**src/mpgidx_pkg.sv**
```systemverilog
// Shared types and constants for the MPEG-2 group indexer.
// Used by mpgidx_time_unit and mpeg2_gop_start_code_indexer; depends on nothing.
`timescale 1ns / 1ps
`default_nettype none

package mpgidx_pkg;

  localparam int OFFSET_BITS = 40;
  localparam int OUT_BITS    = 40;
  localparam int PIC_BITS    = 31;
  localparam int RATE_BITS   = 20;
  localparam int CFG_IDX_BITS = 1;

  localparam logic [31:0] SEQ_HEADER_CODE = 32'h0000_01B3;
  localparam logic [31:0] PICTURE_CODE    = 32'h0000_0100;
  localparam logic [29:0] MS_PER_S        = 30'd1000;

  localparam logic [PIC_BITS-1:0] PIC_MAX = {PIC_BITS{1'b1}};

  localparam logic [RATE_BITS-1:0] RATE_NUM_RESET = 20'd30000;
  localparam logic [RATE_BITS-1:0] RATE_DEN_RESET = 20'd1001;

  localparam logic [CFG_IDX_BITS-1:0] REG_RATE_NUM = 1'b0;
  localparam logic [CFG_IDX_BITS-1:0] REG_RATE_DEN = 1'b1;

  // Product of picture count and scaled denominator, plus rounding half.
  localparam int PROD_BITS = 61;
  localparam int DIVD_BITS = 62;
  localparam int STEP_BITS = 6;
  localparam logic [STEP_BITS-1:0] LAST_STEP = STEP_BITS'(DIVD_BITS - 1);

  typedef struct packed {
    logic                ovf;
    logic [PIC_BITS-1:0] ms;
  } time_res_t;

endpackage

`default_nettype wire

```
**src/mpgidx_time_unit.sv**
```systemverilog
// Group start time unit: pictures * denominator * 1000 / numerator, rounded.
// One multiply, one add, then a shared restoring subtract/compare one bit a cycle.
// Depends on mpgidx_pkg.
`timescale 1ns / 1ps
`default_nettype none

module mpgidx_time_unit (
  input  wire                               clk,
  input  wire                               rst,
  input  wire                               start,
  input  wire  [mpgidx_pkg::PIC_BITS-1:0]   base,
  input  wire  [mpgidx_pkg::RATE_BITS-1:0]  num,
  input  wire  [mpgidx_pkg::RATE_BITS-1:0]  den,
  output logic                              res_valid,
  input  wire                               res_take,
  output mpgidx_pkg::time_res_t             res
);

  localparam logic [2:0] T_IDLE = 3'd0;
  localparam logic [2:0] T_MUL  = 3'd1;
  localparam logic [2:0] T_ADD  = 3'd2;
  localparam logic [2:0] T_DIV  = 3'd3;
  localparam logic [2:0] T_HOLD = 3'd4;

  logic [2:0]                          state;
  logic [mpgidx_pkg::PIC_BITS-1:0]     base_r;
  logic [mpgidx_pkg::RATE_BITS-1:0]    num_r;
  logic [29:0]                         dk;
  logic [mpgidx_pkg::PROD_BITS-1:0]    prod;
  logic [mpgidx_pkg::DIVD_BITS-1:0]    divd;
  logic [mpgidx_pkg::RATE_BITS-1:0]    rem;
  logic [mpgidx_pkg::PIC_BITS-1:0]     quo;
  logic                                hi;
  logic [mpgidx_pkg::STEP_BITS-1:0]    step;

  logic [mpgidx_pkg::RATE_BITS:0]      trial;
  logic                                qbit;
  logic [mpgidx_pkg::RATE_BITS-1:0]    rem_next;
  logic [mpgidx_pkg::PIC_BITS-1:0]     quo_next;
  logic                                hi_next;

  always_comb begin
    trial    = {rem, divd[mpgidx_pkg::DIVD_BITS-1]};
    qbit     = (trial >= {1'b0, num_r});
    rem_next = qbit ? mpgidx_pkg::RATE_BITS'(trial - {1'b0, num_r})
                    : trial[mpgidx_pkg::RATE_BITS-1:0];
    quo_next = {quo[mpgidx_pkg::PIC_BITS-2:0], qbit};
    // Any quotient bit pushed past 31 bits means the time saturates.
    hi_next  = hi | quo[mpgidx_pkg::PIC_BITS-1];
  end

  assign res_valid = (state == T_HOLD);

  always_ff @(posedge clk) begin
    if (rst) begin
      state <= T_IDLE;
    end else begin
      case (state)
        T_IDLE: begin
          if (start) begin
            base_r <= base;
            num_r  <= num;
            dk     <= 30'(den) * mpgidx_pkg::MS_PER_S;
            state  <= T_MUL;
          end
        end
        T_MUL: begin
          prod  <= mpgidx_pkg::PROD_BITS'(base_r) * mpgidx_pkg::PROD_BITS'(dk);
          state <= T_ADD;
        end
        T_ADD: begin
          divd <= {1'b0, prod} + mpgidx_pkg::DIVD_BITS'(num_r >> 1);
          rem  <= '0;
          quo  <= '0;
          hi   <= 1'b0;
          step <= '0;
          if (num_r == '0) begin
            res.ovf <= 1'b1;
            res.ms  <= mpgidx_pkg::PIC_MAX;
            state   <= T_HOLD;
          end else begin
            state <= T_DIV;
          end
        end
        T_DIV: begin
          rem  <= rem_next;
          quo  <= quo_next;
          hi   <= hi_next;
          divd <= {divd[mpgidx_pkg::DIVD_BITS-2:0], 1'b0};
          step <= step + 1'b1;
          if (step == mpgidx_pkg::LAST_STEP) begin
            res.ovf <= hi_next;
            res.ms  <= hi_next ? mpgidx_pkg::PIC_MAX : quo_next;
            state   <= T_HOLD;
          end
        end
        T_HOLD: begin
          if (res_take) begin
            state <= T_IDLE;
          end
        end
        default: begin
          state <= T_IDLE;
        end
      endcase
    end
  end

endmodule

`default_nettype wire

```
**src/mpeg2_gop_start_code_indexer.sv**
```systemverilog
// MPEG-2 group indexer: scans bytes for sequence header and picture start codes.
// A byte that closes no group is taken with no result, one per cycle while s_tready is high.
// A byte that closes a group (or the end beat) holds s_tready low while
// mpgidx_time_unit multiplies and divides one quotient bit a cycle (skipping the
// divide when the numerator is zero); the result beat is registered once the unit's
// result is taken, which waits while an earlier result beat still waits on m_tready.
// Synchronous active-high reset clears the stream state and sets the rate to
// 30000/1001; the end beat also clears the stream state but keeps the rate.
// Depends on mpgidx_pkg and mpgidx_time_unit.
`timescale 1ns / 1ps
`default_nettype none

module mpeg2_gop_start_code_indexer (
  input  wire                                  clk,
  input  wire                                  rst,
  input  wire                                  s_tvalid,
  output logic                                 s_tready,
  input  wire  [7:0]                           s_tdata,   // byte_value
  input  wire                                  s_tlast,   // is_end
  output logic                                 m_tvalid,
  input  wire                                  m_tready,
  // group_offset [39:0], group_length [79:40], time_ms [110:80], time_overflow [111]
  output logic [111:0]                         m_tdata,
  input  wire                                  cfg_we,
  input  wire  [mpgidx_pkg::CFG_IDX_BITS-1:0]  cfg_index,
  input  wire  [mpgidx_pkg::RATE_BITS-1:0]     cfg_data
);

  logic [mpgidx_pkg::RATE_BITS-1:0]   rate_num;
  logic [mpgidx_pkg::RATE_BITS-1:0]   rate_den;
  logic [23:0]                        recent_bytes;
  logic [mpgidx_pkg::OFFSET_BITS-1:0] byte_position;
  logic [mpgidx_pkg::OFFSET_BITS-1:0] group_start;
  logic [mpgidx_pkg::PIC_BITS-1:0]    picture_total;
  logic [mpgidx_pkg::PIC_BITS-1:0]    group_picture_base;
  logic                               busy;
  logic [mpgidx_pkg::OUT_BITS-1:0]    job_offset;
  logic [mpgidx_pkg::OUT_BITS-1:0]    job_length;

  logic                               accept;
  logic [31:0]                        word;
  logic [mpgidx_pkg::OFFSET_BITS-1:0] code_start;
  logic                               code_ok;
  logic                               is_seq;
  logic                               is_pic;
  logic                               emit;
  logic [mpgidx_pkg::OFFSET_BITS-1:0] end_pos;
  logic                               out_free;
  logic                               tu_valid;
  logic                               tu_take;
  mpgidx_pkg::time_res_t              tu_res;

  assign s_tready   = !busy;
  assign accept     = s_tvalid && s_tready;
  assign word       = {recent_bytes, s_tdata};
  assign code_start = byte_position - mpgidx_pkg::OFFSET_BITS'(3);
  assign code_ok    = (byte_position >= mpgidx_pkg::OFFSET_BITS'(3));
  assign is_seq     = code_ok && (word == mpgidx_pkg::SEQ_HEADER_CODE);
  assign is_pic     = code_ok && (word == mpgidx_pkg::PICTURE_CODE);
  // A sequence header at offset zero opens the first group without closing one.
  assign emit       = accept && (s_tlast || (is_seq && (code_start != '0)));
  assign end_pos    = s_tlast ? byte_position : code_start;
  assign out_free   = !m_tvalid || m_tready;
  assign tu_take    = tu_valid && out_free;

  mpgidx_time_unit u_time (
    .clk       (clk),
    .rst       (rst),
    .start     (emit),
    .base      (group_picture_base),
    .num       (rate_num),
    .den       (rate_den),
    .res_valid (tu_valid),
    .res_take  (tu_take),
    .res       (tu_res)
  );

  always_ff @(posedge clk) begin
    if (rst) begin
      rate_num <= mpgidx_pkg::RATE_NUM_RESET;
      rate_den <= mpgidx_pkg::RATE_DEN_RESET;
    end else if (cfg_we) begin
      case (cfg_index)
        mpgidx_pkg::REG_RATE_NUM: rate_num <= cfg_data;
        mpgidx_pkg::REG_RATE_DEN: rate_den <= cfg_data;
        default: begin
        end
      endcase
    end
  end

  always_ff @(posedge clk) begin
    if (rst) begin
      recent_bytes       <= '0;
      byte_position      <= '0;
      group_start        <= '0;
      picture_total      <= '0;
      group_picture_base <= '0;
    end else if (accept) begin
      if (s_tlast) begin
        recent_bytes       <= '0;
        byte_position      <= '0;
        group_start        <= '0;
        picture_total      <= '0;
        group_picture_base <= '0;
      end else begin
        if (is_seq) begin
          group_start        <= code_start;
          group_picture_base <= picture_total;
        end else if (is_pic && (picture_total != mpgidx_pkg::PIC_MAX)) begin
          picture_total <= picture_total + 1'b1;
        end
        recent_bytes  <= word[23:0];
        byte_position <= byte_position + 1'b1;
      end
    end
  end

  always_ff @(posedge clk) begin
    if (emit) begin
      job_offset <= mpgidx_pkg::OUT_BITS'(group_start);
      job_length <= mpgidx_pkg::OUT_BITS'(end_pos - group_start);
    end
  end

  always_ff @(posedge clk) begin
    if (rst) begin
      busy     <= 1'b0;
      m_tvalid <= 1'b0;
    end else begin
      if (emit) begin
        busy <= 1'b1;
      end else if (tu_take) begin
        busy <= 1'b0;
      end
      if (tu_take) begin
        m_tvalid <= 1'b1;
      end else if (m_tready) begin
        m_tvalid <= 1'b0;
      end
    end
  end

  always_ff @(posedge clk) begin
    if (tu_take) begin
      m_tdata <= {tu_res.ovf, tu_res.ms, job_length, job_offset};
    end
  end

endmodule

`default_nettype wire
```
**config.mk**
```make
export PLATFORM = sky130hd
export DESIGN_NAME = mpeg2_gop_start_code_indexer
export DESIGN_NICKNAME = d
export VERILOG_FILES = /design/src/mpgidx_pkg.sv /design/src/mpgidx_time_unit.sv /design/src/mpeg2_gop_start_code_indexer.sv
export SDC_FILE = /design/constraint.sdc
export NUM_CORES = 2
export LEC_CHECK = 0
export ABC_AREA = 1
export BUFFER_PORTS_ARGS = -buffer_cell sky130_fd_sc_hd__clkbuf_2
export CELL_PAD_IN_SITES_DETAIL_PLACEMENT = 1
export CELL_PAD_IN_SITES_GLOBAL_PLACEMENT = 2
export CORE_ASPECT_RATIO = 0.6
export CORE_UTILIZATION = 45
export CTS_BUF_LIST = sky130_fd_sc_hd__clkbuf_8
export DETAILED_ROUTE_END_ITERATION = 16
export PLACE_DENSITY_LB_ADDON = 0.1
export SLEW_MARGIN = 5
export SYNTH_ARGS = -nofsm -noshare
export SYNTH_HDL_FRONTEND = slang
export SYNTH_SLANG_ARGS = --single-unit
export TNS_END_PERCENT = 30
```
**constraint.sdc**
```tcl
create_clock -name clk -period 42.2 [get_ports clk]
set_input_delay 8.44 -clock clk [delete_from_list [all_inputs] [get_ports clk]]
set_output_delay 8.44 -clock clk [all_outputs]
set_load 0.01 [all_outputs]
```
---- Word-level counts from Yosys, hierarchy flattened ----
Index checks and enable logic that the tools add are counted.
operators by class
  $add $sub $neg .......................... 7
  multiply operators ...................... 2
  order comparisons ....................... 2
  equal/unequal tests ..................... 13
  muxes and demuxes ....................... 29
  bitwise logic cells ..................... 3
  reduce and logical (&&, ||, !) cells .... 28
operators by type and width
  cell                                                                                  count
  31-bit 2-to-1 mux                                                                     6
  40-bit 2-to-1 mux                                                                     4
  62-bit one-hot mux with 2 select lines                                                1
  32-bit by 9-bit == test with 1-bit output, second input constant                      2
  32-bit 2-to-1 mux                                                                     2
  32-bit one-hot mux with 2 select lines                                                1
  61-bit by 19-bit adder with 62-bit output                                             1
  31-bit one-hot mux with 2 select lines                                                1
  31-bit by 27-bit multiplier with 58-bit output                                        1
  40-bit by 1-bit adder with 40-bit output, second input constant                       1
  40-bit by 2-bit greater-or-equal comparator with 1-bit output, second input constant  1
  20-bit one-hot mux with 2 select lines                                                1
  40-bit nonzero test                                                                   1
  40-bit by 2-bit subtractor with 40-bit output, second input constant                  1
  40-bit subtractor                                                                     1
  31-bit by 1-bit adder with 31-bit output, second input constant                       1
  31-bit inequality test, second input constant                                         1
  20-bit by 7-bit multiplier with 27-bit output, second input constant                  1
  24-bit 2-to-1 mux                                                                     1
  21-bit by 20-bit greater-or-equal comparator with 1-bit output                        1
  20-bit logical NOT                                                                    1
  20-bit 2-to-1 mux                                                                     1
  20-bit subtractor                                                                     1
  3-bit one-hot mux with 5 select lines                                                 1
  21 further kinds                                                                      50
word-level totals
  register bits after elaboration ......... 691
  input port bits ......................... 35
  output and inout port bits .............. 114
  word-level logic and storage cells ...... 108

---- Logic depth before layout (Yosys ltp) ----
  depth in word-level cells ............... 7
  depth in mapped cells ................... 32
  mapped depth without buffers ............ 30

---- Modules after synthesis ----
A second synthesis with hierarchy kept.
unflattened totals
  cell total of the unflattened synthesis .. 8181
  area, all modules ....................... 65511.6 um^2
modules (own cells, without submodules)
  module                        instances  cells an instance  area an instance (um^2)  seq. area each (um^2)
  mpgidx_time_unit              1          5932               46677.3                  8708.4
  mpeg2_gop_start_code_indexer  1          2249               18834.3                  9929.5

---- Least setup slack after synthesis ----
No wires, ideal clock.
  path type ............................... input port to flip-flop
  start point ............................. in m_tready
  end point ............................... reg m_tdata[0] (enable)
  setup time .............................. 862 ps
  arrival time ............................ 19099 ps
  required time ........................... 41338 ps
  path slack .............................. 22239 ps
  cell stages on the path ................. 2
  path buffers ............................ 0
  cells stage by stage .................... nor2_1 > nor4_1
on the way
  word-level cells in the longest chain between the ends .. 2
ends and longest elaborated chain
  element                 line                                 RTL
  start: declaration      mpeg2_gop_start_code_indexer.sv:21   input wire m_tready,
  1-bit logical OR        mpeg2_gop_start_code_indexer.sv:63   assign out_free = !m_tvalid || m_tready;
  1-bit logical AND       mpeg2_gop_start_code_indexer.sv:64   assign tu_take = tu_valid && out_free;
  named net tu_take       mpeg2_gop_start_code_indexer.sv:50   logic tu_take;
  end signal: assignment  mpeg2_gop_start_code_indexer.sv:146  m_tdata <= {tu_res.ovf, tu_res.ms, job_length, job_offset};
  end: declaration        mpeg2_gop_start_code_indexer.sv:23   output logic [111:0] m_tdata,
The timed path passes the listed nets, and every way through them passes these cells.
A chain may end at the register's enable or synchronous reset.

---- Worst setup path after layout ----
  start point ............................. in s_tlast
  end point ............................... reg job_length[32] in the netlist's numbering (data pin)
on the way
  word-level cells in the longest chain between the ends .. 2
ends and longest elaborated chain
  element                 line                                 RTL
  start: declaration      mpeg2_gop_start_code_indexer.sv:19   input wire s_tlast,
  40-bit 2-to-1 mux       mpeg2_gop_start_code_indexer.sv:62   assign end_pos = s_tlast ? byte_position : code_start;
  40-bit subtractor       mpeg2_gop_start_code_indexer.sv:122  job_length <= mpgidx_pkg::OUT_BITS'(end_pos - group_start);
  end signal: assignment  mpeg2_gop_start_code_indexer.sv:122
  end: declaration        mpeg2_gop_start_code_indexer.sv:38   logic [mpgidx_pkg::OUT_BITS-1:0] job_length;
No other way between the ends.

==> summary.txt <==
status - completed
DRC - 0
placed inst area - 0.0654 sq mm
synthesis-stage register bit count - 691
design area - 0.0676 sq mm
Synth area leaders - fa_1 25%, edfxtp_1 23%, nand2_1 10%, inv_1 9.7%, ha_1 6.7%
worst setup path class - primary input to flop
first-pass GRT wire length - 335000 um
Via-to-Cell Ratio - 5.41
grt total ovfl - 0
Max FO, Critical Path - 54
fmax - 81.5 MHz
slowest stage delay, CP - 0.57 ns
Final Skew - 0.0680 ns
Yosys cell types - 57
CTS Sinks - 691
syn nets - 8521
CTS Hold Bufs - 0
cell taking the most area after synthesis - fa_1
top-count cell post-synth - nand2_1
crit path buf inv count - 5
htree depth - 3
sequential fraction of the synthesis area - 0.297
Worst Hold Launch - job_offset[16]
Final nets - 8580
area growth from synthesis to layout - 7.62%
Die Footprint - 0.141 sq mm
routed wire length - 220000 um
clk root buf - clkbuf_8
Hold Path Sink - m_tdata[16]
Die Wd - 484 um
Min-Delay Path Depth - 0
ys flop type - edfxtp_1
Die Y-Extent - 291 um
Slew headroom - 0.0682
core region area - 0.138 sq mm
Initial Util - 0.457
Resized cells post-CTS - 0
ys async rst share - 0
final setup fails - 0
Post-synth EDFFs - 480
final slew viol count - 0
Final Cycle Share - 0.291
share of the synthesized area in the top cell type - 0.254
vias in the first global route - 52.6k
CP max-delay cell - fa_1
RSZ-0062 raised after global routing - no
CP arrival - 12.82 ns
initial antenna violation count - 14
critical path data required time - 42.75 ns
Total Routing Usage GR - 0.317
Synthesis Warnings - 0
max-cap viol count - 0
Syn Area/Cell - 8.55 sq um
worst skew pair latency - 0.85 ns
Slew @ Worst Pin - 1.39 ns
Post-Synthesis Cell Area - 0.0628 sq mm
Reg clk slew, reported paths - 0.07 ns
setup bufs post-CTS - 0
I/O Buffers - 148
R2R Path End - u_time.prod[50]
total iterations of the first detailed-routing run - 5
Clock Path Buffers - 3
fin util - 0.492
CTS tree - yes
Final GP Congestion - 0.948
Final Hold Vio Count - 0
Hold Path Class - flop to flop
largest net degree at the start of global routing - 80
CP Launch Type - primary input
total negative slack - 0 ns
CTS Buf Count - 102
FF-to-FF path depth - 26
Cell Chain, Critical Path - clkbuf_2 > buf_4 > inv_1 > buf_4 > ha_1 > ha_1 > inv_1 > fa_1 > nand3_1 > nand2_1 > a31oi_1 > o21ai_0 > a21oi_1 > o21ai_0 > xor2_1
IO Count - 149
CP endpoint kind - flop
worst reg-to-reg setup slack - 33.90 ns
fraction of layout cells with a size suffix above 1 - 0.0596
Post-Synthesis Cells - 7351
post-route ant nets - 0
min Tclk post-route - 12.27 ns
RR Startpoint - u_time.base_r[26]
wire length per cell - 23.6 um
synth cell count leaders - 1730 x nand2_1, 1628 x inv_1, 797 x fa_1
num rows - 105
via count - 50.4k
post-DP HPWL - 174000 um
Crit path max-delay family - compound AO/OA/AOI/OAI gates
DR iter-0 viols - 4639
worst register-to-register path, delay by kind of cell, from the launching register on:
family | cells | cell delay (ns)
adder cells (fa/ha/maj) | 8 | 4.01
buffers and inverters | 8 | 0.97
AND/OR/NAND/NOR | 7 | 1.86
AO/OA/AOI/OAI | 3 | 0.88
flip-flops | 1 | 0.35
per-stage QoR:
| stage | hold WS (ns) | std cells | worst slack, ns |
|---|---|---|---|
| 2_1_floorplan | 0.400 | 7351 | 22.24 |
| 3_3_place_gp | 0.402 | 9125 | 29.31 |
| 3_5_place_dp | 0.405 | 9125 | 29.14 |
| 4_1_cts | 0.372 | 9317 | 30.03 |
| 5_1_grt | 0.399 | 9319 | 29.68 |
| 6_report | 0.388 | 9323 | 29.93 |
kinds of logic (layout without fill, tap and decap cells):
kind of cell | count (synthesis) | in the layout | synth area share
AO/OA/AOI/OAI | 744 | 744 | 0.0662
adder cells (fa/ha/maj) | 1135 | 1135 | 0.321
XOR/XNOR | 195 | 195 | 0.0272
AND/OR/NAND/NOR | 2670 | 2670 | 0.173
other | 0 | 6 | 0
buffers and inverters | 1916 | 2063 | 0.116
flip-flops | 691 | 691 | 0.297
flip-flops by register name (all words and copies together) (netlist names), 24 cells and up:
register and flops:
u_time.res 32, group_picture_base 31, u_time.divd 62, recent_bytes 24
byte_position 40, job_offset 40, u_time.base_r 31, u_time.quo 31
m_tdata 112, picture_total 31, group_start 40, job_length 40
u_time.prod 58, u_time.dk 27
layout by cell type (no fill, tap or decap), types with 107 or more instances in the layout:
cell	instances
fa_1	797
a21oi_1	327
nand3_1	168
xor2_1	118
o21ai_0	223
inv_1	1651
clkbuf_2	147
dfxtp_1	211
edfxtp_1	480
nand2_1	1730
ha_1	338
clkbuf_8	107
nor2_1	521
per-layer routing:
metal | share of wire | global-route usage | up-vias
met5 | 0 | 0 | -
met3 | 0.10 | 0.0814 | 152
met4 | 0.012 | 0.0454 | 0
li1 | - | - | 22600
met2 | 0.37 | 0.402 | 1842
met1 | 0.52 | 0.529 | 25800
final cells by class:
class | instances | area, sq um
fillers | 16400 | 69900
multi-input cells | 4744 | 37000
flip-flops and latches | 691 | 18600
inverters | 1638 | 6150
well taps | 1819 | 2280
clock buffers | 107 | 1470
repair buffers | 233 | 1380
clock inverters | 85 | 731
diodes | 6 | 15.0
how the worst max path moves through the flow:
stage                     startpoint        endpoint  cells past startpoint
after floorplan             m_tready      m_tdata[0]                      2
after global placement       s_tlast  job_length[32]                     15
after detailed placement     s_tlast  job_length[32]                     15
after CTS                    s_tlast  job_length[32]                     15
after global routing         s_tlast  job_length[32]                     15
final                        s_tlast  job_length[32]                     15
Power is left out: the tool's default activity adds up to more than one toggle a clock period on the data nets, which glitch-free logic cannot reach.
